## config.mk

```make
export PLATFORM = sky130hd
export DESIGN_NAME = uvg_front
export DESIGN_NICKNAME = d
export VERILOG_FILES = /design/src/uvg_pkg.sv /design/src/uvg_front.sv
export SDC_FILE = /design/constraint.sdc
export NUM_CORES = 1
export LEC_CHECK = 0
export BUFFER_PORTS_ARGS = -buffer_cell sky130_fd_sc_hd__buf_2
export CAP_MARGIN = 20
export CORE_MARGIN = 2
export CORE_UTILIZATION = 50
export CTS_CLUSTER_SIZE = 40
export DETAILED_ROUTE_END_ITERATION = 16
export GPL_ROUTABILITY_DRIVEN = 0
export GPL_TIMING_DRIVEN = 0
export PLACE_DENSITY = 0.76
export SETUP_SLACK_MARGIN = 0.05
export SLEW_MARGIN = 20
export SYNTH_ARGS = -nofsm -noshare
export SYNTH_HDL_FRONTEND = slang
export SYNTH_SLANG_ARGS = --single-unit
export TNS_END_PERCENT = 10
```

## constraint.sdc

```tcl
create_clock -name clock -period 3.3 [get_ports clock]
set_clock_uncertainty 0.2 [all_clocks]
set_input_delay 0.33 -clock clock [delete_from_list [all_inputs] [get_ports clock]]
set_output_delay 0.33 -clock clock [all_outputs]
set_load 0.03 [all_outputs]
```

## src/uvg_pkg.sv

```systemverilog
// ----------------------------------------------------------------------------
// uvg_pkg
// shared constants, codes and types of the upwind volume gradient unit
// ----------------------------------------------------------------------------
`default_nettype none

package uvg_pkg;

   // volume limits and sample format
   localparam int MAX_WIDTH   = 64;
   localparam int MAX_HEIGHT  = 64;
   localparam int MAX_DEPTH   = 1024;
   localparam int SAMPLE_BITS = 16;
   localparam int GRAD_BITS   = SAMPLE_BITS + 1;

   // plane store: two planes of the largest volume
   localparam int STORE_DEPTH = 2 * MAX_WIDTH * MAX_HEIGHT;
   localparam int ADDR_BITS   = $clog2(STORE_DEPTH);

   // coordinate counters
   localparam int X_BITS = $clog2(MAX_WIDTH);
   localparam int Y_BITS = $clog2(MAX_HEIGHT);
   localparam int Z_BITS = $clog2(MAX_DEPTH);

   // register fields
   localparam int WIDTH_REG_BITS  = 7;
   localparam int HEIGHT_REG_BITS = 7;
   localparam int DEPTH_REG_BITS  = 11;
   localparam int CSR_ADDR_BITS   = 2;
   localparam int CSR_DATA_BITS   = 11;

   localparam logic [WIDTH_REG_BITS-1:0]  RESET_VOL_WIDTH  = WIDTH_REG_BITS'(64);
   localparam logic [HEIGHT_REG_BITS-1:0] RESET_VOL_HEIGHT = HEIGHT_REG_BITS'(64);
   localparam logic [DEPTH_REG_BITS-1:0]  RESET_VOL_DEPTH  = DEPTH_REG_BITS'(64);

   // queue between front and back
   localparam int QUEUE_DEPTH = 4;
   localparam int QPTR_BITS   = $clog2(QUEUE_DEPTH);

   typedef enum logic [CSR_ADDR_BITS-1:0] {
      REG_VOL_WIDTH,
      REG_VOL_HEIGHT,
      REG_VOL_DEPTH,
      REG_WIND_DIRECTION
   } csr_index_type;

   typedef enum logic {
      CMD_PUSH  = 1'b0,
      CMD_FLUSH = 1'b1
   } cmd_type;

   typedef enum logic [1:0] {
      AXIS_ZERO,
      AXIS_BACK,
      AXIS_FWD,
      AXIS_UPWIND
   } axis_mode_type;

   typedef struct packed {
      logic [WIDTH_REG_BITS-1:0]  vol_width;
      logic [HEIGHT_REG_BITS-1:0] vol_height;
      logic [DEPTH_REG_BITS-1:0]  vol_depth;
      logic                       wind_direction;
   } cfg_type;

   typedef struct packed {
      logic                          wr_en;
      logic [ADDR_BITS-1:0]          wr_addr;
      logic signed [SAMPLE_BITS-1:0] sample;
      logic                          emit;
      logic [ADDR_BITS-1:0]          ctr_addr;
      logic [ADDR_BITS-1:0]          zm_addr;
      axis_mode_type                 mode_x;
      axis_mode_type                 mode_y;
      axis_mode_type                 mode_z;
      logic                          last;
   } queue_entry_type;

   typedef struct packed {
      logic                 full;
      logic                 empty;
      logic [QPTR_BITS:0]   count;
   } queue_status_type;

endpackage

`default_nettype wire

```

## src/uvg_front.sv

```systemverilog
// ----------------------------------------------------------------------------
// uvg_front
// register file, raster counters and per-transaction classification
// ----------------------------------------------------------------------------
`default_nettype none

module uvg_front
   import uvg_pkg::*;
(
   input  wire logic                          clock,
   input  wire logic                          reset,
   input  wire logic                          csr_valid,
   output logic                               csr_ready,
   input  wire logic [CSR_ADDR_BITS-1:0]      csr_addr,
   input  wire logic [CSR_DATA_BITS-1:0]      csr_wdata,
   input  wire logic                          req_valid,
   output logic                               req_ready,
   input  wire logic                          req_cmd,
   input  wire logic signed [SAMPLE_BITS-1:0] req_sample,
   input  wire logic                          queue_full,
   output logic                               enq_valid,
   output queue_entry_type                    enq_entry,
   output cfg_type                            cfg,
   output logic                               in_done
);

   cfg_type              cfg_ff, cfg_in;
   logic [X_BITS-1:0]    in_x_ff, in_x_in, out_x_ff, out_x_in;
   logic [Y_BITS-1:0]    in_y_ff, in_y_in, out_y_ff, out_y_in;
   logic [Z_BITS-1:0]    in_z_ff, in_z_in, out_z_ff, out_z_in;
   logic [ADDR_BITS-1:0] wr_addr_ff, wr_addr_in;
   logic [ADDR_BITS-1:0] ctr_addr_ff, ctr_addr_in;
   logic [ADDR_BITS-1:0] zm_addr_ff, zm_addr_in;
   logic                 in_done_ff, in_done_in;

   logic [X_BITS-1:0] x_end;
   logic [Y_BITS-1:0] y_end;
   logic [Z_BITS-1:0] z_end;
   logic in_x_wrap, in_y_wrap, in_z_wrap, in_final;
   logic out_x_wrap, out_y_wrap, out_z_wrap, out_final;
   logic csr_fire, accept, push_take, flush_take, emit;

   function automatic axis_mode_type axis_mode(input logic size_one, input logic at_first,
                                               input logic at_last);
      if (size_one) return AXIS_ZERO;
      if (at_last) return AXIS_BACK;
      if (at_first) return AXIS_FWD;
      return AXIS_UPWIND;
   endfunction

   function automatic logic [WIDTH_REG_BITS-1:0] clamp_dim(input logic [WIDTH_REG_BITS-1:0] v,
                                                          input logic [WIDTH_REG_BITS-1:0] hi);
      if (v == '0) return WIDTH_REG_BITS'(1);
      if (v > hi) return hi;
      return v;
   endfunction

   function automatic logic [DEPTH_REG_BITS-1:0] clamp_depth(input logic [DEPTH_REG_BITS-1:0] v);
      if (v == '0) return DEPTH_REG_BITS'(1);
      if (v > DEPTH_REG_BITS'(MAX_DEPTH)) return DEPTH_REG_BITS'(MAX_DEPTH);
      return v;
   endfunction

   assign csr_ready = 1'b1;
   assign req_ready = !queue_full;
   assign cfg       = cfg_ff;
   assign in_done   = in_done_ff;

   always_comb begin
      x_end = X_BITS'(cfg_ff.vol_width - WIDTH_REG_BITS'(1));
      y_end = Y_BITS'(cfg_ff.vol_height - HEIGHT_REG_BITS'(1));
      z_end = Z_BITS'(cfg_ff.vol_depth - DEPTH_REG_BITS'(1));

      in_x_wrap  = (in_x_ff == x_end);
      in_y_wrap  = (in_y_ff == y_end);
      in_z_wrap  = (in_z_ff == z_end);
      in_final   = in_x_wrap && in_y_wrap && in_z_wrap;
      out_x_wrap = (out_x_ff == x_end);
      out_y_wrap = (out_y_ff == y_end);
      out_z_wrap = (out_z_ff == z_end);
      out_final  = out_x_wrap && out_y_wrap && out_z_wrap;

      csr_fire   = csr_valid && csr_ready;
      accept     = req_valid && req_ready;
      // push past the end of the volume and early flush do nothing
      push_take  = (req_cmd == CMD_PUSH) && !in_done_ff;
      flush_take = (req_cmd == CMD_FLUSH) && in_done_ff;
      // a push from the second plane on completes the voxel one plane back
      emit       = (push_take && (in_z_ff != '0)) || flush_take;

      enq_valid          = accept && (push_take || flush_take);
      enq_entry.wr_en    = push_take;
      enq_entry.wr_addr  = wr_addr_ff;
      enq_entry.sample   = push_take ? req_sample : '0;
      enq_entry.emit     = emit;
      enq_entry.ctr_addr = ctr_addr_ff;
      enq_entry.zm_addr  = zm_addr_ff;
      enq_entry.mode_x   = axis_mode(cfg_ff.vol_width == WIDTH_REG_BITS'(1),
                                     out_x_ff == '0, out_x_wrap);
      enq_entry.mode_y   = axis_mode(cfg_ff.vol_height == HEIGHT_REG_BITS'(1),
                                     out_y_ff == '0, out_y_wrap);
      enq_entry.mode_z   = axis_mode(cfg_ff.vol_depth == DEPTH_REG_BITS'(1),
                                     out_z_ff == '0, out_z_wrap);
      enq_entry.last     = out_final;

      cfg_in      = cfg_ff;
      in_x_in     = in_x_ff;
      in_y_in     = in_y_ff;
      in_z_in     = in_z_ff;
      out_x_in    = out_x_ff;
      out_y_in    = out_y_ff;
      out_z_in    = out_z_ff;
      wr_addr_in  = wr_addr_ff;
      ctr_addr_in = ctr_addr_ff;
      zm_addr_in  = zm_addr_ff;
      in_done_in  = in_done_ff;

      if (csr_fire) begin
         case (csr_index_type'(csr_addr))
            REG_VOL_WIDTH: begin
               cfg_in.vol_width = clamp_dim(csr_wdata[WIDTH_REG_BITS-1:0],
                                            WIDTH_REG_BITS'(MAX_WIDTH));
            end
            REG_VOL_HEIGHT: begin
               cfg_in.vol_height = clamp_dim(csr_wdata[HEIGHT_REG_BITS-1:0],
                                             HEIGHT_REG_BITS'(MAX_HEIGHT));
            end
            REG_VOL_DEPTH: begin
               cfg_in.vol_depth = clamp_depth(csr_wdata[DEPTH_REG_BITS-1:0]);
            end
            REG_WIND_DIRECTION: begin
               cfg_in.wind_direction = csr_wdata[0];
            end
            default: begin
               cfg_in = cfg_ff;
            end
         endcase
         // any register write drops the partial volume
         in_x_in     = '0;
         in_y_in     = '0;
         in_z_in     = '0;
         out_x_in    = '0;
         out_y_in    = '0;
         out_z_in    = '0;
         wr_addr_in  = '0;
         ctr_addr_in = '0;
         zm_addr_in  = '0;
         in_done_in  = 1'b0;
      end else if (enq_valid) begin
         if (push_take) begin
            in_x_in    = in_x_wrap ? '0 : in_x_ff + X_BITS'(1);
            if (in_x_wrap) begin
               in_y_in = in_y_wrap ? '0 : in_y_ff + Y_BITS'(1);
            end
            if (in_x_wrap && in_y_wrap) begin
               in_z_in = in_z_wrap ? '0 : in_z_ff + Z_BITS'(1);
            end
            wr_addr_in = wr_addr_ff + ADDR_BITS'(1);
            if (in_final) begin
               in_done_in = 1'b1;
            end
         end
         if (emit) begin
            out_x_in    = out_x_wrap ? '0 : out_x_ff + X_BITS'(1);
            if (out_x_wrap) begin
               out_y_in = out_y_wrap ? '0 : out_y_ff + Y_BITS'(1);
            end
            if (out_x_wrap && out_y_wrap) begin
               out_z_in = out_z_wrap ? '0 : out_z_ff + Z_BITS'(1);
            end
            ctr_addr_in = ctr_addr_ff + ADDR_BITS'(1);
            // z back neighbor address starts at zero with the second plane
            if (out_z_ff != '0) begin
               zm_addr_in = zm_addr_ff + ADDR_BITS'(1);
            end
            if (out_final) begin
               in_x_in     = '0;
               in_y_in     = '0;
               in_z_in     = '0;
               out_x_in    = '0;
               out_y_in    = '0;
               out_z_in    = '0;
               wr_addr_in  = '0;
               ctr_addr_in = '0;
               zm_addr_in  = '0;
               in_done_in  = 1'b0;
            end
         end
      end
   end

   always_ff @(posedge clock) begin
      if (reset) begin
         cfg_ff.vol_width      <= RESET_VOL_WIDTH;
         cfg_ff.vol_height     <= RESET_VOL_HEIGHT;
         cfg_ff.vol_depth      <= RESET_VOL_DEPTH;
         cfg_ff.wind_direction <= 1'b0;
         in_x_ff               <= '0;
         in_y_ff               <= '0;
         in_z_ff               <= '0;
         out_x_ff              <= '0;
         out_y_ff              <= '0;
         out_z_ff              <= '0;
         wr_addr_ff            <= '0;
         ctr_addr_ff           <= '0;
         zm_addr_ff            <= '0;
         in_done_ff            <= 1'b0;
      end else begin
         cfg_ff      <= cfg_in;
         in_x_ff     <= in_x_in;
         in_y_ff     <= in_y_in;
         in_z_ff     <= in_z_in;
         out_x_ff    <= out_x_in;
         out_y_ff    <= out_y_in;
         out_z_ff    <= out_z_in;
         wr_addr_ff  <= wr_addr_in;
         ctr_addr_ff <= ctr_addr_in;
         zm_addr_ff  <= zm_addr_in;
         in_done_ff  <= in_done_in;
      end
   end

endmodule

`default_nettype wire

```

**After elaboration in Yosys (flattened, before gate mapping)**

Index checks and enable logic that the tools add are counted.
W data, S select, Z words.

- Logic and storage cells: 172
- Register bits after elaboration: 110
- Output and inout port bits: 94
- Input port bits: 35

- $lt $le $gt $ge: 2
- Multiplexer cells: 98
- Bitwise logic cells: 1
- Reduce and logical (&&, ||, !) cells: 33
- Add/subtract/negate cells: 12
- Eq/ne operators: 12

Operator list:

| cell | number |
|---|---|
| $mux W6 | 14 |
| $mux W10 | 8 |
| $mux W13 | 6 |
| $mux W11 | 4 |
| $mux W7 | 6 |
| $mux W1 | 41 |
| $add A13 B1 Y13 const B | 3 |
| $mux W2 | 18 |
| $add A6 B1 Y6 const B | 4 |
| $eq A6 B6 Y1 | 4 |
| $add A10 B1 Y10 const B | 2 |
| $eq A10 B10 Y1 | 2 |
| $reduce_bool A10 Y1 | 2 |
| $mux W16 | 1 |
| $eq A7 B1 Y1 const B | 2 |
| $logic_not A6 Y1 | 2 |
| $sub A6 B1 Y6 const B | 2 |
| $eq A11 B1 Y1 const B | 1 |
| $gt A11 B11 Y1 const B | 1 |
| $logic_not A11 Y1 | 1 |
| $logic_not A10 Y1 | 1 |
| $reduce_and A2 Y1 | 5 |
| $sub A10 B1 Y10 const B | 1 |
| $logic_and A1 B1 Y1 | 9 |
| other kinds (11) | 18 |

**Depth between registers and ports, before layout**

- Word-level depth: 9
- Depth in mapped cells: 14
- Depth with buffers taken out: 12

**Worst setup path after synthesis**

Ideal clock, no wire load.

- Path kind: register to register
- Start point: reg cfg_ff (netlist bit cfg[1])
- End point: reg zm_addr_ff[11]
- Period minus slack after synthesis: 3.414 ns
- Library setup time: 0.128 ns
- Setup slack: -0.114 ns
- Stages on the path, launching flop included: 13
- Path buffers: 2
- Data arrival time: 3.087 ns
- Required time: 2.972 ns
- Path through: dfxtp_1 buf_2 inv_1 ha_1 nor3b_1 xnor2_1 o311ai_0 a2111oi_4 nand4_2 buf_6 a2111oi_4 xnor2_1 nor2_1

- Cells in the longest elaborated chain, start to end: 5
- Elaborated cells on any way between the ends: 6
- Classes of those cells: 1 x add/sub; 1 x eq/ne; 1 x mux; 3 x reduce/logical

RTL lines:

| item | line | text |
|---|---|---|
| from (decl) | uvg_front.sv:27 | `cfg_type cfg_ff, cfg_in;` |
| from (signal assigned) | uvg_front.sv:209 | `cfg_ff <= cfg_in;` |
| $sub A10 B1 Y10 (*) | uvg_front.sv:72 | `z_end = Z_BITS'(cfg_ff.vol_depth - DEPTH_REG_BITS'(1));` |
| $eq A10 B10 Y1 (*) | uvg_front.sv:80 | `out_z_wrap = (out_z_ff == z_end);` |
| $logic_and A1 B1 Y1 (*) | uvg_front.sv:81 | `out_final = out_x_wrap && out_y_wrap && out_z_wrap;` |
| $reduce_bool A2 Y1 (no source line) | -- |  |
| $reduce_and A3 Y1 (no source line) | -- |  |
| to (signal assigned) | uvg_front.sv:218 | `zm_addr_ff <= zm_addr_in;` |
| to (decl) | uvg_front.sv:33 | `logic [ADDR_BITS-1:0] zm_addr_ff, zm_addr_in;` |

Every way passes the cells marked *; elsewhere a longest branch is shown, timed or not.
A chain may end at the register's enable or synchronous reset.

**Worst setup path in the final report**

- Start point: reg cfg_ff (netlist bit cfg[2])
- End point: reg out_z_ff[1]

- Cells in the longest elaborated chain, start to end: 5
- Elaborated cells on any way between the ends: 8
- Classes of those cells: 1 x add/sub; 1 x eq/ne; 3 x mux; 3 x reduce/logical

RTL lines:

| item | line | text |
|---|---|---|
| $sub A10 B1 Y10 (*) | uvg_front.sv:72 |  |
| $eq A10 B10 Y1 (*) | uvg_front.sv:80 |  |
| $mux W10 / $logic_and A1 B1 Y1 (equally long branches) | uvg_front.sv:169, uvg_front.sv:81 |  |
| $mux W10 / $reduce_bool A2 Y1 (equally long branches) | -- |  |
| $mux W10 / $reduce_and A3 Y1 (equally long branches) | -- |  |
| to (signal assigned) | uvg_front.sv:215 | `out_z_ff <= out_z_in;` |
| to (decl) | uvg_front.sv:30 | `logic [Z_BITS-1:0] in_z_ff, in_z_in, out_z_ff, out_z_in;` |

Every way passes the cells marked *; elsewhere a longest branch is shown, timed or not. The select of a mux whose other input is x is not followed.

==> results.ini <==
[timing]
final.setup.worst_slack_ns = -0.0489
timing.final.crit_share_pct = 101
worstMarginPinSlew_ns = 0.862
final_max_slew_viol_count = 0
fin_crit_ns = 3.35
final_hold_violations = 0
achievable-frequency_mhz = 299
setup-violations-final = 4
setup_repair_after_global_routing_missed_its_margin = true
slew_headroom_pct = 42.3
fin_tns_setup_ns = -0.117

[clock_network]
cts.htree.levels = 3
tritoncts_num_sinks = 110
cts_max_path_buffers = 2
cts_hold_buf = 0
clockRootBuffer = sky130_fd_sc_hd__clkbuf_16
tritoncts = done
clk_transition_reported_paths_ns = 0.08
skew_pair_late_insertion_delay_ns = 0.37
cts_bufs_inserted = 9

[job]
maxCapViolCount = 0

[logic_synthesis]
ys_seq_area_share_pct = 31.9
synth_top_flop_cell = sky130_fd_sc_hd__dfxtp_1
netlist.top_cell.by_area = sky130_fd_sc_hd__dfxtp_1
synth.cells.most_frequent = 110 x sky130_fd_sc_hd__dfxtp_1, 102 x sky130_fd_sc_hd__nor2_1, 88 x sky130_fd_sc_hd__nand2_1, 50 x sky130_fd_sc_hd__a21oi_1, 50 x sky130_fd_sc_hd__xor2_1
synth.ff_latch_count = 110
netlist.area_leader.share_pct = 31.9
synth_async_sr_flop_share_pct = 0
post_synth_num_cell_types = 72
warnings_synthesis = 0
number_of_synthesized_flops_with_an_enable_pin = 0
yosys.cell_count.top_type = sky130_fd_sc_hd__dfxtp_1
syn-num-nets = 926
synth_top_area_cells = sky130_fd_sc_hd__dfxtp_1 32%, sky130_fd_sc_hd__xor2_1 6.3%, sky130_fd_sc_hd__nor2_1 5.6%
syn_inst = 870
syn_area_sq_um = 6900
synthesis.area_per_instance_sq_um = 7.93

[grt]
number_of_antenna_violations_at_the_first_check_in_global_routing = 0
grt_pass1_wl_um = 29400
number_of_global_route_vias_before_repair = 6186
grt_overflow = 0
grt_max_degree = 24
grt_usage_pct = 24.7

[setup_path]
timing.reg2reg.setup_slack_ns = -0.05
cp.required_ns = 3.33
cp-end-kind = register
worst-path-max-fanout = 6
worst_path_max_delay_cell = sky130_fd_sc_hd__a2111oi_4
timing.critical_path.mode_cell = sky130_fd_sc_hd__buf_4
critical_path.cell_chain = inv_1, ha_4, nand2b_4, or4_1, o311a_1, a2111oi_4, nand2_2, buf_4, buf_4, buf_4, buf_4, buf_4, buf_4, nand3_1, a21oi_1
worstReg2RegStart = cfg[2]$_SDFFE_PP0P_
worstSetupEndpoint = out_z_ff[1]$_SDFFE_PP0P_
worstSetupPathType = reg -> reg
worst_setup_path_startpoint = cfg[2]$_SDFFE_PP0P_
max_stage_delay_ns = 0.52
worst_r2r_endpoint = out_z_ff[1]$_SDFFE_PP0P_
cp_data_arrival_time_ns = 3.38
critical_path.startpoint_type = register
worst_r2r_path_depth = 15

[hold_path]
min_path_type = in -> reg

[final_layout]
final_core_utilization_pct = 62.6
n_fill_cell = 1183
final_nets = 1078
post_layout_nonfiller_instances = 1203
final_layout_size_suffix_gt1_share_pct = 21.9
syn_to_final_growth_pct = 21.2
antenna_cells = 0

[die]
initial_core_utilization_pct = 51.7
chipWidth_um = 121
die_y_um = 121
die_area_sq_um = 14800
placement_rows = 42
core-area_sq_um = 13300
io_pins = 129

[run_status]
outcome = finished with violations
failed_checks = negative setup slack

[pwr]
p_leak_nw = 3.37
total_power_w = 0.00279
worst_ir_drop_vdd_uv = 234
power_density_nw_per_um2 = 334

[detailed_routing]
route.detailed.drc = 0
drt_pass1_iterations = 5
num_vias = 6800
routed_wirelength_um = 18100
drt_first_iter_violations = 515
wl_per_cell_um = 15.0
count_of_nets_left_with_antenna_violations_after_detail_routing = 0
viasPerCell = 5.65

[place]
port_buffers = 125
hpwlAfterDp_um = 13400
dp_cell_count = 1172

## worst max-delay path: cells and delay by family, from the launching register on
| kind | cells | cell delay, ns |
|---|---|---|
| AO/OA/AOI/OAI | 3 | 0.77 |
| adder cells (fa/ha/maj) | 1 | 0.19 |
| buffers and inverters | 7 | 0.90 |
| flip-flops | 1 | 0.37 |
| AND/OR/NAND/NOR | 4 | 0.77 |
## where the power goes
| group | leakage (nW) | switching [W] | internal (W) |
|---|---|---|---|
| clock network | 0.153 | 0.000587 | 0.000553 |
| logic | 2.33 | 0.000191 | 0.000110 |
| registers | 0.890 | 0.0000126 | 0.00133 |
## flip-flops by register name (all words and copies together), names as in the netlist
signal and count:
in_x_ff 6, zm_addr_ff 13, ctr_addr_ff 13, wr_addr_ff 13, cfg 26, in_y_ff 6
out_x_ff 6, in_z_ff 10, in_done 1, out_z_ff 10, out_y_ff 6
## kinds of logic (layout without fill, tap and decap cells)
family          after synthesis  after routing  share of synthesized area (%)
compound gates              147            147                           15.0
xor+xnor                     86             86                           11.9
fa+ha+maj                    21             21                           3.81
buf+inv                      92            249                           5.57
flops                       110            110                           31.9
mux                          12             12                           1.74
other cells                   1              1                         0.0544
simple gates                401            401                           30.0
## layout by cell type, fill, tap and decap left out, drive strengths merged, types with 4 or more instances in the layout
master,n
a21o,9
nand2,88
or3,11
nand4,41
o211ai,7
nand4b,5
nor4,10
xnor2,31
nand3b,9
ha,21
a31oi,13
dfxtp,110
a21oi,50
inv,37
a22oi,5
a2111oi,4
buf,160
xnor3,4
nor3b,8
clkbuf,49
nor2b,10
o21ai,24
nor3,19
nand3,29
and3,16
nor2,102
or4,9
xor2,50
and2,21
nand2b,12
or2,4
mux2i,12
## per-stage QoR
stage	setup WS [ns]	cell area (sq um)	hold slack, ns
floorplan	0.0889	6900	0.239
global route	-0.116	8360	0.0687
detailed placement	-0.379	7760	0.276
CTS	0.00151	8250	0.0324
finish	-0.0489	8360	0.0455
global placement	-0.320	7750	0.262
## cell type report
class | instances | area [sq um] | share of cell area [%]
plain buffers | 57 | 278 | 3.32
clock buffers | 9 | 225 | 2.69
clock inverters | 7 | 88.8 | 1.06
inverters | 33 | 125 | 1.50
multi-input cells | 668 | 4450 | 53.2
flip-flops and latches | 110 | 2210 | 26.5
well taps | 176 | 220 | 2.63
repair buffers | 143 | 764 | 9.15
## how the worst min path moves through the flow
stage	startpoint	endpoint	slack [ns]	cells past startpoint
global route	csr_wdata[5]	cfg[6]$_SDFFE_PP0P_	0.07	3
finish	csr_wdata[1]	cfg[2]$_SDFFE_PP0P_	0.05	3
global placement	in_y_ff[5]$_SDFFE_PP0P_	in_y_ff[5]$_SDFFE_PP0P_	0.26	1
CTS	csr_wdata[1]	cfg[2]$_SDFFE_PP0P_	0.03	3
floorplan	in_y_ff[5]$_SDFFE_PP0P_	in_y_ff[5]$_SDFFE_PP0P_	0.24	1
detailed placement	in_y_ff[5]$_SDFFE_PP0P_	in_y_ff[5]$_SDFFE_PP0P_	0.28	1
## what timing repair did
item	CTS	global route
hold endpoints to repair	0	0
resized for setup	24	32
setup endpoints to repair	84	85
buffers inserted	12	5
pin swaps	7	7
## layer usage
metal / part of all wire, % / track usage (%)
met5: 0 / 0
met1: 44 / 31.8
met4: 1.6 / 7.61
met2: 48 / 42.3
met3: 5.7 / 4.14
Power figures use the tool's default switching activity.
