[config.mk]
export PLATFORM = sky130hd
export DESIGN_NAME = uvg_queue
export DESIGN_NICKNAME = d
export VERILOG_FILES = /design/src/uvg_pkg.sv /design/src/uvg_queue.sv
export SDC_FILE = /design/constraint.sdc
export NUM_CORES = 1
export LEC_CHECK = 0
export ABC_CLOCK_PERIOD_IN_PS = 7500
export BUFFER_PORTS_ARGS = -buffer_cell sky130_fd_sc_hd__buf_2
export CAP_MARGIN = 30
export CORE_ASPECT_RATIO = 1.75
export CORE_UTILIZATION = 55
export CTS_BUF_LIST = sky130_fd_sc_hd__clkbuf_8
export DETAILED_ROUTE_END_ITERATION = 8
export GPL_ROUTABILITY_DRIVEN = 1
export HOLD_SLACK_MARGIN = 0.1
export PLACE_DENSITY = 0.77
export SLEW_MARGIN = 20
export SYNTH_ARGS = -nofsm -noshare
export SYNTH_HDL_FRONTEND = slang
export SYNTH_SLANG_ARGS = --single-unit
export TNS_END_PERCENT = 5
[constraint.sdc]
create_clock -name clock -period 7.5 [get_ports clock]
set_input_delay 0.75 -clock clock [delete_from_list [all_inputs] [get_ports clock]]
set_output_delay 0.75 -clock clock [all_outputs]
set_load 0.01 [all_outputs]
[src/uvg_pkg.sv]
// ----------------------------------------------------------------------------
// uvg_pkg
// shared constants, codes and types of the upwind volume gradient unit
// ----------------------------------------------------------------------------
`default_nettype none

package uvg_pkg;

   // volume limits and sample format
   localparam int MAX_WIDTH   = 64;
   localparam int MAX_HEIGHT  = 64;
   localparam int MAX_DEPTH   = 1024;
   localparam int SAMPLE_BITS = 16;
   localparam int GRAD_BITS   = SAMPLE_BITS + 1;

   // plane store: two planes of the largest volume
   localparam int STORE_DEPTH = 2 * MAX_WIDTH * MAX_HEIGHT;
   localparam int ADDR_BITS   = $clog2(STORE_DEPTH);

   // coordinate counters
   localparam int X_BITS = $clog2(MAX_WIDTH);
   localparam int Y_BITS = $clog2(MAX_HEIGHT);
   localparam int Z_BITS = $clog2(MAX_DEPTH);

   // register fields
   localparam int WIDTH_REG_BITS  = 7;
   localparam int HEIGHT_REG_BITS = 7;
   localparam int DEPTH_REG_BITS  = 11;
   localparam int CSR_ADDR_BITS   = 2;
   localparam int CSR_DATA_BITS   = 11;

   localparam logic [WIDTH_REG_BITS-1:0]  RESET_VOL_WIDTH  = WIDTH_REG_BITS'(64);
   localparam logic [HEIGHT_REG_BITS-1:0] RESET_VOL_HEIGHT = HEIGHT_REG_BITS'(64);
   localparam logic [DEPTH_REG_BITS-1:0]  RESET_VOL_DEPTH  = DEPTH_REG_BITS'(64);

   // queue between front and back
   localparam int QUEUE_DEPTH = 4;
   localparam int QPTR_BITS   = $clog2(QUEUE_DEPTH);

   typedef enum logic [CSR_ADDR_BITS-1:0] {
      REG_VOL_WIDTH,
      REG_VOL_HEIGHT,
      REG_VOL_DEPTH,
      REG_WIND_DIRECTION
   } csr_index_type;

   typedef enum logic {
      CMD_PUSH  = 1'b0,
      CMD_FLUSH = 1'b1
   } cmd_type;

   typedef enum logic [1:0] {
      AXIS_ZERO,
      AXIS_BACK,
      AXIS_FWD,
      AXIS_UPWIND
   } axis_mode_type;

   typedef struct packed {
      logic [WIDTH_REG_BITS-1:0]  vol_width;
      logic [HEIGHT_REG_BITS-1:0] vol_height;
      logic [DEPTH_REG_BITS-1:0]  vol_depth;
      logic                       wind_direction;
   } cfg_type;

   typedef struct packed {
      logic                          wr_en;
      logic [ADDR_BITS-1:0]          wr_addr;
      logic signed [SAMPLE_BITS-1:0] sample;
      logic                          emit;
      logic [ADDR_BITS-1:0]          ctr_addr;
      logic [ADDR_BITS-1:0]          zm_addr;
      axis_mode_type                 mode_x;
      axis_mode_type                 mode_y;
      axis_mode_type                 mode_z;
      logic                          last;
   } queue_entry_type;

   typedef struct packed {
      logic                 full;
      logic                 empty;
      logic [QPTR_BITS:0]   count;
   } queue_status_type;

endpackage

`default_nettype wire

[src/uvg_queue.sv]
// ----------------------------------------------------------------------------
// uvg_queue
// short fifo of classified transactions between front and back
// ----------------------------------------------------------------------------
`default_nettype none

module uvg_queue
   import uvg_pkg::*;
(
   input  wire logic             clock,
   input  wire logic             reset,
   input  wire logic             push,
   input  queue_entry_type       push_entry,
   input  wire logic             pop,
   output queue_entry_type       head_entry,
   output queue_status_type      status
);

   queue_entry_type        entry_ff [QUEUE_DEPTH];
   logic [QPTR_BITS-1:0]   wr_ptr_ff, wr_ptr_in;
   logic [QPTR_BITS-1:0]   rd_ptr_ff, rd_ptr_in;
   logic [QPTR_BITS:0]     count_ff, count_in;
   logic                   do_push, do_pop;

   always_comb begin
      status.count = count_ff;
      status.full  = (count_ff == (QPTR_BITS + 1)'(QUEUE_DEPTH));
      status.empty = (count_ff == '0);
      do_push      = push && !status.full;
      do_pop       = pop && !status.empty;
      wr_ptr_in    = do_push ? wr_ptr_ff + QPTR_BITS'(1) : wr_ptr_ff;
      rd_ptr_in    = do_pop ? rd_ptr_ff + QPTR_BITS'(1) : rd_ptr_ff;
      count_in     = count_ff;
      if (do_push && !do_pop) begin
         count_in = count_ff + (QPTR_BITS + 1)'(1);
      end else if (do_pop && !do_push) begin
         count_in = count_ff - (QPTR_BITS + 1)'(1);
      end
      head_entry   = entry_ff[rd_ptr_ff];
   end

   always_ff @(posedge clock) begin
      if (do_push) begin
         entry_ff[wr_ptr_ff] <= push_entry;
      end
   end

   always_ff @(posedge clock) begin
      if (reset) begin
         wr_ptr_ff <= '0;
         rd_ptr_ff <= '0;
         count_ff  <= '0;
      end else begin
         wr_ptr_ff <= wr_ptr_in;
         rd_ptr_ff <= rd_ptr_in;
         count_ff  <= count_in;
      end
   end

endmodule

`default_nettype wire

# Yosys cells after proc, flatten, opt, wreduce, memory -nomap -nowiden
# Memories as Yosys holds them, arrays and structs flattened. A register that Yosys moved wholly into a read port is not among the register bits.
# Cells that the tools add are included.
[classes] add_sub_neg=4 n_mul=0 n_div=0 n_lt_le_gt_ge=0 eq_ne=1 n_shift=0 muxes=6 n_bitwise=0 reduce_logical=10
[op_table] cell="3-bit two-way mux" n=2
[op_table] cell="2-bit by 1-bit adder with 2-bit output (second input constant)" n=2
[op_table] cell="1-bit logical AND" n=4
[op_table] cell="1-bit zero test" n=4
[op_table] cell="2-bit two-way mux" n=2
[op_table] cell="3-bit by 1-bit adder with 3-bit output (second input constant)" n=1
[op_table] cell="3-bit equality test (second input constant)" n=1
[op_table] cell="3-bit zero test" n=1
[op_table] cell="3-bit by 1-bit subtractor with 3-bit output (second input constant)" n=1
[op_table] cell="1-bit two-way mux" n=2
[op_table] cell="2-bit nonzero test" n=1
[totals] register_bits=7 latchBits=0 mem_bits_rw=256 romBits=0 in_bits=68 output_inout_bits=69 wordCells=25 mem_count=1
[mem_list] memory="entry_ff" depth=4 width=64 rd=1 rd_ports_with_merged_regs=1 write_ports=1 line="uvg_queue.sv:19" text="queue_entry_type entry_ff [QUEUE_DEPTH];"

# Longest topological paths before layout
# Gate-level depths: netlist of run 1.
[depth] depth_word=7 depth_mapped=8 depth_no_buf=8

# Worst setup path after synthesis of run 1
# OpenSTA, ideal clock, no wires.
[synth_path] kind="input -> register" from="in push" to="mem entry_ff[0][0] in the netlist's numbering, enable pin" setup_ps=429 t_arrival_ps=2595 required_time_ps=7071 path_slack_ps=4477 path_stages=3 n_path_buf=0 path_cell_list="inv_1 > nor2_1 > and2_1"
[synth_via] elab_chain_cells=3
[synth_rtl] element="start, declared" line="uvg_queue.sv:12" text="input wire logic push,"
[synth_rtl] element="1-bit logical AND" line="uvg_queue.sv:29" text="do_push = push && !status.full;"
[synth_rtl] element="via do_push" line="uvg_queue.sv:23" text="logic do_push, do_pop;"
[synth_rtl] element="1-bit two-way mux" line="uvg_queue.sv:43" text="if (do_push) begin"
[synth_rtl] element="1-bit two-way mux (implied by the code)" line="uvg_queue.sv:44" text="entry_ff[wr_ptr_ff] <= push_entry;"
[synth_rtl] element="end, declared" line="uvg_queue.sv:19"
# The timed path passes the listed nets, and every way through them passes these cells.

==> results of run 1 <==
## power groups by stage
stage / logic [mW] / clock network, mW / registers (mW)
floorplan: 0.635 / 0 / 1.85
global placement: 0.784 / 0 / 1.91
detailed placement: 0.798 / 0 / 1.93
CTS: 0.801 / 1.04 / 1.90
global route: 0.863 / 1.09 / 1.91
finish: 0.796 / 1.01 / 1.89
## cells in the mapped netlist, drive strengths merged
library cell / number
inv: 4
clkbuf: 2
mux4: 64
a21oi: 2
nor2: 6
buf: 13
o31ai: 1
o311ai: 1
o21ai: 2
nand2b: 2
xor2: 4
edfxtp: 256
mux2i: 2
fa: 1
dfxtp: 9
ha: 5
and2: 4
or3: 2
nor3: 1
nor3b: 1
## logic make-up (layout without fill, tap and decap cells)
group | after synthesis | in the layout | synth area share, %
flip-flops | 265 | 265 | 80.46
AND/OR/NAND/NOR | 16 | 16 | 0.9211
buffers and inverters | 19 | 211 | 1.894
AO/OA/AOI/OAI | 6 | 6 | 0.4223
other | 0 | 1 | 0
adder cells (fa/ha/maj) | 6 | 6 | 0.8445
multiplexers | 66 | 66 | 15.10
XOR/XNOR | 4 | 4 | 0.3582
## worst max-delay path, cell delays in order, from the launching register on
cell and delay (ns):
dfxtp_4 0.71, buf_4 0.69, mux4_1 0.65, buf_2 0.16
## state kept, by name, indices dropped and copies added (netlist names), named ones only
register and cells:
entry_ff 256, rd_ptr_ff 2, count_ff 3, wr_ptr_ff 2
## final timing paths
path              cells past startpoint  slack [ns]           start         endpoint
setup / recovery                      3        4.04            flop   head_entry[58]
hold / removal                        1        0.46  push_entry[27]  entry_ff[0][27]
setup reg to reg                      8        5.09     count_ff[0]      count_ff[2]
hold reg to reg                       2        0.53    wr_ptr_ff[1]     wr_ptr_ff[1]
## cell type report
type / count / area, sq um
Antenna cell: 1 / 2.502
Clock buffer: 39 / 536.8
Timing Repair Buffer: 141 / 783.3
Multi-Input combinational cell: 98 / 1735
Sequential cell: 265 / 7875
Tap cell: 231 / 289.0
Clock inverter: 27 / 133.9
Fill cell: 1196 / 6086
Inverter: 4 / 15.01
## per-layer routing
metal / up-vias / track usage (%) / routed length (um)
met5: - / 0 / 18
met4: 4 / 6.808 / 432
met3: 43 / 3.683 / 739
met2: 131 / 33.89 / 9093
met1: 2281 / 21.87 / 6234
li1: 1965 / - / -
## stage by stage
stage          util [%]  power (mW)  setup WS [ns]  cell area, sq um
5_1_grt           65.12       3.866          3.787             11370
3_5_place_dp      60.74       2.727          4.428             10600
6_report          65.14       3.689          4.042             11370
2_1_floorplan         -       2.484          4.477              9778
3_3_place_gp      60.74       2.699          4.431             10600
4_1_cts           64.58       3.742          3.887             11270
==> flow_metrics.py, run 1 <==
metrics = {
    "run_status": {
        "status": "complete, no violations",
    },
    "grt": {
        "grt_pass1_vias": 4775,
        "grt_max_degree": 65,
        "grt_pass1_wl_mm": 25.01,
        "grtUsageTotal_pct": 18.77,
        "overflow": 0,
        "antenna_found_initial": 3,
    },
    "clock_network": {
        "htreeDepth": 2,
        "cts_root_buf": "clkbuf_8",
        "tritoncts": "done",
        "path_clk_slew_ns": 0.07,
        "postCtsSetupBuffers": 0,
        "ctsResizeCount": 0,
        "cts_hold_buf": 0,
        "clk_latency_ns": 0.50,
        "cts_sinks": 265,
        "cts_buffers": 37,
        "clock_path_buffers": 3,
    },
    "power_and_ir_drop": {
        "p_leak_nw": 3.871,
        "switching_share_pct": 26.39,
        "p_comb_share_pct": 21.6,
        "internal_power_mw": 2.716,
        "p_per_area_nw_per_um2": 324.5,
        "pwr-share-seq_pct": 51.1,
        "power_frac_clock_pct": 27.3,
        "power.net_switching_mw": 0.9738,
        "vdd_ir_drop_max_mv": 0.2450,
    },
    "synth": {
        "synthesis.area_sq_um": 9778,
        "netlist.area_leader.share_pct": 78.62,
        "yosysSeqAreaShare_pct": 80.46,
        "avgSynthCellArea_sq_um": 25.60,
        "yosys-top-cells-area": "edfxtp_1, mux4_2, dfxtp_1",
        "yosys_warnings": 0,
        "synth_fp_nets": 456,
        "syn_inst": 382,
        "yosysTopAreaCell": "edfxtp_1",
        "ys_ff_latch": 265,
        "ys_types": 24,
    },
    "floorplanning": {
        "ios": 137,
        "core-area_sq_um": 17460,
        "fp.dieW_um": 102.8,
        "dieArea_sq_um": 18340,
        "num_rows": 64,
        "start_util_pct": 56.01,
        "die-height_um": 178.4,
    },
    "place": {
        "dp.cells": 735,
        "hpwl_mm": 9.567,
        "place_congestion": 0.6692,
        "port_buffers": 136,
    },
    "timing": {
        "fin_skew_ns": 0.02033,
        "final-setup-viol-count": 0,
        "fin_crit_sh_pct": 46.10,
        "hold_violations": 0,
        "tns_ns": 0,
        "maxSlewHeadroom_pct": 38.55,
        "fin_crit_ns": 3.458,
        "hold_slack_ns": 0.4638,
        "rsz0062_at_grt": "no",
        "worst_pin_slew_ns": 0.9218,
        "clock.fmax_ghz": 0.2892,
        "drv_slew": 0,
    },
    "critical_path": {
        "arrival_ns": 2.71,
        "cp.required_ns": 6.75,
        "critPathKind": "flop to output pin",
        "path_max_fanout": 36,
        "start_kind": "flop",
        "endpoint_kind": "output pin",
    },
    "route": {
        "drc": 0,
        "first_pass_iters": 4,
        "wirelength_mm": 16.52,
        "drtAntennaViolNets": 0,
        "vias_per_cell": 5.489,
        "drtIter0Drc": 150,
        "wl_per_cell_um": 20.49,
        "vias": 4424,
    },
    "finish": {
        "layout_commonest_cell": "edfxtp_1",
        "layout.nets": 621,
        "fin_cells": 806,
        "area_delta_synth_final_pct": 16.29,
        "layout_common_cells": "edfxtp_1, buf_2, mux4_2, clkbuf_8, inv_1",
        "drive_gt1_share_pct": 43.90,
    },
    "worst_hold_path": {
        "hold_path.class": "primary input to flop",
    },
    "flow_run": {
        "drv_cap": 0,
    },
}
Note: power is estimated with default switching activity, not from simulation.
==> inputs of run 2 (changes only) <==
ABC_CLOCK_PERIOD_IN_PS = 3600   (was 7500)
clock period = 3.6 ns   (was 7.5 ns; I/O delays follow)
==> run 2 against run 1 <==
Sequential cell count unchanged; count of clock-buffer cells in the layout shrank 2; cell count increased by 7.8%; largest power group unchanged; setup slack got worse by 3.2 ns; via count grew 4.6%; register-to-register slack got worse by 4.0 ns; non-clock buffer count is 64 higher.
==> flow_metrics.py, run 2 (synthesis results as in run 1) <==
metrics = {
    "clock_network": {
        "htreeDepth": 2,
        "cts_buffers": 36,
        "tritoncts": "done",
        "path_clk_slew_ns": 0.06,
        "clock_path_buffers": 3,
        "cts_root_buf": "clkbuf_8",
        "cts_sinks": 265,
        "clk_latency_ns": 0.50,
    },
    "timing": {
        "tns_ns": 0,
        "fin_crit_ns": 2.732,
        "clock.fmax_ghz": 0.3660,
        "rsz0062_at_grt": "no",
        "fin_skew_ns": 0.01363,
        "worst_pin_slew_ns": 0.9519,
        "maxSlewHeadroom_pct": 36.54,
        "hold_slack_ns": 0.2285,
        "fin_crit_sh_pct": 75.90,
        "fin_ws_ns": 0.8677,
        "drv_slew": 0,
        "hold_violations": 0,
        "final-setup-viol-count": 0,
    },
    "place": {
        "dp_slack_ns": 1.161,
        "dp.cells": 735,
        "place_congestion": 0.6814,
        "hpwl_mm": 9.413,
        "port_buffers": 136,
    },
    "route": {
        "drtAntennaViolNets": 0,
        "wl_per_cell_um": 19.47,
        "wirelength_mm": 16.92,
        "first_pass_iters": 4,
        "vias_per_cell": 5.325,
        "drc": 0,
        "drtIter0Drc": 150,
        "vias": 4627,
    },
    "finish": {
        "top_register": "entry_ff",
        "layout.nets": 684,
        "reg.largest.list": "entry_ff: 256 flops, count_ff: 3 flops",
        "fin_cells": 869,
        "drive_gt1_share_pct": 39.56,
        "layout_commonest_cell": "edfxtp_1",
        "largest_reg_flops": 256,
        "nFillCells": 1133,
        "area_delta_synth_final_pct": 22.35,
        "layout_common_cells": "edfxtp_1, buf_2, dlygate4sd3_1, mux4_2, clkbuf_8",
    },
    "floorplanning": {
        "die-height_um": 178.4,
        "fp.dieW_um": 102.8,
        "num_rows": 64,
        "ios": 137,
        "core-area_sq_um": 17460,
        "start_util_pct": 56.01,
        "dieArea_sq_um": 18340,
    },
    "grt": {
        "overflow": 0,
        "grt_pass1_wl_mm": 25.66,
        "antenna_found_initial": 1,
        "grt_use_met2_pct": 34.42,
        "grt.busiest_layer": "met2",
        "grtUsageTotal_pct": 19.06,
        "grt_max_degree": 65,
        "grt_use_met1_pct": 22.57,
        "grtUsageMet3_pct": 3.331,
        "grt_pass1_vias": 5002,
    },
    "critical_path": {
        "crit_chain": "buf_12 -> mux4_1 -> buf_2",
        "cpLargestDelayFamily": "flip-flops",
        "critPathMaxStageDelay_ns": 0.72,
        "cp.required_ns": 3.24,
        "cp_slowest_cell": "dfxtp_4",
        "endpoint_kind": "output pin",
        "path_buf_inv": 2,
        "start_kind": "flop",
        "arrival_ns": 2.37,
        "path_max_fanout": 36,
        "critPathKind": "flop to output pin",
    },
    "run_status": {
        "status": "complete, no violations",
    },
    "worst_hold_path": {
        "hold_path.class": "primary input to flop",
    },
    "flow_run": {
        "drv_cap": 0,
    },
    "power_and_ir_drop": {
        "vdd_ir_drop_max_mv": 0.6166,
        "p_leak_nw": 4.122,
        "p_per_area_nw_per_um2": 638.0,
    },
}
run 2: cell types whose count changed in the layout (fill, tap and decap cells not counted), sizes merged:
cell	delta
inv	+2
bufinv	-1
buf	-1
clkinvlp	+1
clkinv	-1
dlygate4sd3	+65
clkbuf	-2
run 2: worst reg2reg max path: stages, from the launching register on:
cell and delay (ns):
dfxtp_1 0.53, nor3b_2 0.12, nor2_1 0.38, ha_1 0.28, inv_1 0.08, fa_1 0.38
xor2_1 0.18, or3_1 0.32, a21oi_1 0.14
run 2: timing repair:
item / CTS / global route
hold buffers: 65 / 0
endpoints found under the setup margin: 0 / 0
buffers inserted: 0 / 0
gates resized for setup: 0 / 0
hold endpoints to repair: 257 / 0
run 2: final cells by class:
| cell class | count | area [sq um] | area share, % |
|---|---|---|---|
| Sequential cell | 265 | 7875 | 65.82 |
| Multi-Input combinational cell | 98 | 1735 | 14.51 |
| Timing Repair Buffer | 205 | 1419 | 11.86 |
| Clock buffer | 37 | 509.2 | 4.256 |
| Tap cell | 231 | 289.0 | 2.416 |
| Clock inverter | 28 | 118.9 | 0.9935 |
| Inverter | 4 | 15.01 | 0.1255 |
| Antenna cell | 1 | 2.502 | 0.02092 |
run 2: per-stage QoR:
step,cell area (sq um),util [%],power [mW]
floorplan,9778,-,5.176
CTS,11890,68.13,7.727
global placement,10620,60.81,5.641
detailed placement,10620,60.81,5.701
global route,11960,68.54,7.984
finish,11960,68.54,7.633
run 2: routing by layer:
metal	wire length [um]	vias up
met5	0	-
met4	418	0
met3	639	28
met2	9305	119
met1	6553	2389
li1	-	2091
run 2: where the power goes:
group	internal, mW	switching (mW)
clock network	0.960	1.01
registers	3.71	0.227
logic	0.918	0.802
run 2: worst paths after layout:
check	start	to	slack [ns]	cells after the start
min reg2reg	rd_ptr_ff[0]	rd_ptr_ff[0]	0.54	2
max	flop	head_entry[48]	0.87	3
min	pop	rd_ptr_ff[0]	0.23	4
max reg2reg	count_ff[0]	count_ff[2]	1.14	8
==> inputs of run 3 (changes only) <==
ABC_AREA = 1   (was default)
ABC_CLOCK_PERIOD_IN_PS = 2300   (was 3600)
CORE_UTILIZATION = 54   (was 55)
PLACE_DENSITY = 0.79   (was 0.77)
clock period = 2.3 ns   (was 3.6 ns; I/O delays follow)
==> run 3 against run 2 <==
Sequential power rose by 53%; register-to-register slack got worse by 0.83 ns; cell count rose by 34%; clock power rose by 57%; combinational power rose by 93%; sequential cell count did not move; setup slack got worse by 0.77 ns.
==> flow_metrics.py, run 3 <==
metrics = {
    "finish": {
        "top_register": "entry_ff",
        "drive_gt1_share_pct": 21.40,
        "fin_util_pct": 67.77,
        "area_delta_synth_final_pct": 22.48,
        "nFillCells": 1235,
        "layout_common_cells": "edfxtp_1, nor2_1, buf_2, o21ai_0, dlygate4sd3_1",
        "reg.largest.list": "entry_ff: 256 flops, count_ff: 3 flops",
        "layout_commonest_cell": "edfxtp_1",
        "largest_reg_flops": 256,
        "layout.nets": 978,
    },
    "grt": {
        "grt_pass1_vias": 6468,
        "grt_max_degree": 129,
        "grt_pass1_wl_mm": 33.04,
        "overflow": 0,
        "antenna_found_initial": 3,
        "grtUsageTotal_pct": 22.77,
    },
    "clock_network": {
        "clock_path_buffers": 3,
        "clk_latency_ns": 0.51,
        "tritoncts": "done",
        "path_clk_slew_ns": 0.06,
        "cts_buffers": 36,
        "cts_sinks": 265,
        "cts_root_buf": "clkbuf_8",
        "postCtsSetupBuffers": 0,
        "htreeDepth": 2,
    },
    "route": {
        "drtAntennaViolNets": 0,
        "vias": 6432,
        "drtIter0Drc": 320,
        "drc": 0,
        "first_pass_iters": 5,
        "wirelength_mm": 21.48,
        "wl_per_cell_um": 18.40,
        "vias_per_cell": 5.512,
    },
    "critical_path": {
        "critPathMaxStageDelay_ns": 0.41,
        "cp_slowest_cell": "buf_12",
        "critPathKind": "flop to output pin",
        "worst-r2r-cell-count": 11,
        "cp.required_ns": 2.07,
        "crit_chain": "buf_12 -> o21ai_0 -> o22ai_1 -> buf_2",
        "regToRegSetupSlack_ns": 0.31,
        "path_max_fanout": 128,
        "timing.rr.start": "count_ff[0]",
        "start_kind": "flop",
        "arrival_ns": 1.97,
        "rr_endpoint": "count_ff[2]",
        "endpoint_kind": "output pin",
    },
    "timing": {
        "clock.fmax_ghz": 0.4545,
        "final-setup-viol-count": 0,
        "maxSlewHeadroom_pct": 64.09,
        "drv_slew": 0,
        "fin_crit_ns": 2.200,
        "hold_violations": 0,
        "hold_slack_ns": 0.4710,
        "fin_crit_sh_pct": 95.66,
        "worst_pin_slew_ns": 0.5387,
        "rsz0062_at_grt": "yes",
        "fin_skew_ns": 0.01622,
        "fin_ws_ns": 0.09985,
    },
    "synth": {
        "ys_ff_latch": 265,
        "synth_commonest_cells": "edfxtp_1, nor2_1, o21ai_0",
        "synthArstFlopShare_pct": 0,
        "avgSynthCellArea_sq_um": 14.50,
        "syn_inst": 689,
        "yosys_warnings": 0,
        "synth_fp_nets": 763,
        "yosys-top-cells-area": "edfxtp_1, nor2_1, o22ai_1",
        "yosysSeqAreaShare_pct": 78.76,
        "ys_dominant_reg_cell": "edfxtp_1",
        "synthesis.area_sq_um": 9990,
        "yosysMostFrequentCell": "edfxtp_1",
        "netlist.area_leader.share_pct": 76.95,
        "ys_types": 21,
        "yosysTopAreaCell": "edfxtp_1",
        "synth_edf_count": 256,
    },
    "floorplanning": {
        "ios": 137,
        "dieArea_sq_um": 19070,
        "start_util_pct": 55.33,
        "die-height_um": 181.9,
        "num_rows": 65,
        "core-area_sq_um": 18050,
        "fp.dieW_um": 104.8,
    },
    "power_and_ir_drop": {
        "power_frac_clock_pct": 24.9,
        "power.net_switching_mw": 3.908,
        "p_comb_share_pct": 26.7,
        "p_per_area_nw_per_um2": 1017,
        "vdd_ir_drop_max_mv": 0.8018,
        "p_leak_nw": 4.421,
        "pwr-share-seq_pct": 48.4,
        "switching_share_pct": 31.42,
        "internal_power_mw": 8.532,
        "p_total_mw": 12.44,
    },
    "run_status": {
        "status": "complete, no violations",
    },
    "worst_hold_path": {
        "min_to": "entry_ff[3][33]",
        "hold_path.class": "primary input to flop",
        "min_from": "push_entry[33]",
        "hold_depth": 2,
    },
    "place": {
        "port_buffers": 136,
        "place_congestion": 0.7520,
        "dp_slack_ns": 0.4437,
        "hpwl_mm": 11.27,
    },
    "flow_run": {
        "drv_cap": 0,
    },
}
## run 3: cell types whose count changed in the layout (fill, tap and decap cells not counted), sizes merged, moves of 10 or more
cell and delta:
buf +10, o22ai +64, inv +16, mux4 -64
nand2 +15, o21ai +127, nor2 +136
## run 3: layout make-up
| type | instances | area [sq um] | area share (%) |
|---|---|---|---|
| flip-flops and latches | 265 | 7873 | 64.34 |
| clock inverters | 27 | 111.4 | 0.9101 |
| repair buffers | 218 | 1570 | 12.83 |
| diodes | 3 | 7.507 | 0.06136 |
| multi-input cells | 365 | 1799 | 14.70 |
| well taps | 234 | 292.8 | 2.393 |
| inverters | 18 | 72.57 | 0.5931 |
| clock buffers | 37 | 509.2 | 4.162 |
## run 3: layer usage
layer  vias to the layer above  wire length [um]  track usage (%)
li1                       3010                 -                -
met1                      3162              7856            25.57
met2                       204             11680            41.43
met3                        56              1127            3.912
met4                         0               815            11.32
met5                         -                 0                0
## run 3: cells by family after synthesis
group           count (synthesis)  synth area share [%]
flops                         265                 78.76
compound gates                196                 10.62
simple gates                  162                 6.175
buf+inv                        59                 3.532
fa+ha+maj                       6                0.8267
xor+xnor                        1               0.08769
## run 3: how the worst max path moves through the flow
stage	from	end	slack (ns)	cells past startpoint
after global placement	count_ff[0]	count_ff[2]	0.52	13
after detailed placement	count_ff[0]	count_ff[2]	0.44	13
after global routing	flop	head_entry[14]	-0.002	4
after CTS	flop	head_entry[13]	0.03	4
after floorplan	count_ff[0]	entry_ff[0][0]	-0.58	4
final	flop	head_entry[2]	0.1	4
## run 3: worst max-delay path, delay by kind of cell (launching register included)
family          cells  cell delay (ns)
buf+inv             2             0.58
flops               1             0.38
compound gates      2             0.44
## run 3: power groups by stage
stage                     Combinational (mW)  Sequential [mW]  Clock (mW)
after detailed placement                3.20             6.11           0
after global placement                  3.14             6.09           0
after CTS                               3.30             6.01        3.13
after global routing                    3.61             6.06        3.33
after floorplan                         2.02             6.10           0
final                                   3.32             6.02        3.10
## run 3: through the flow
stage / instance area [sq um] / setup TNS (ns) / cells
after CTS: 12220 / 0 / 1164
after floorplan: 10000 / -148.32 / 689
after detailed placement: 10920 / 0 / 1032
final: 12240 / 0 / 1167
after global routing: 12240 / -0.001539 / 1167
after global placement: 10920 / 0 / 1032
## run 3: timing repair
item | in CTS | in global routing
hold buffers | 68 | 0
gates resized for setup | 0 | 2
endpoints found under the hold margin | 265 | 0
setup endpoints to repair | 0 | 38
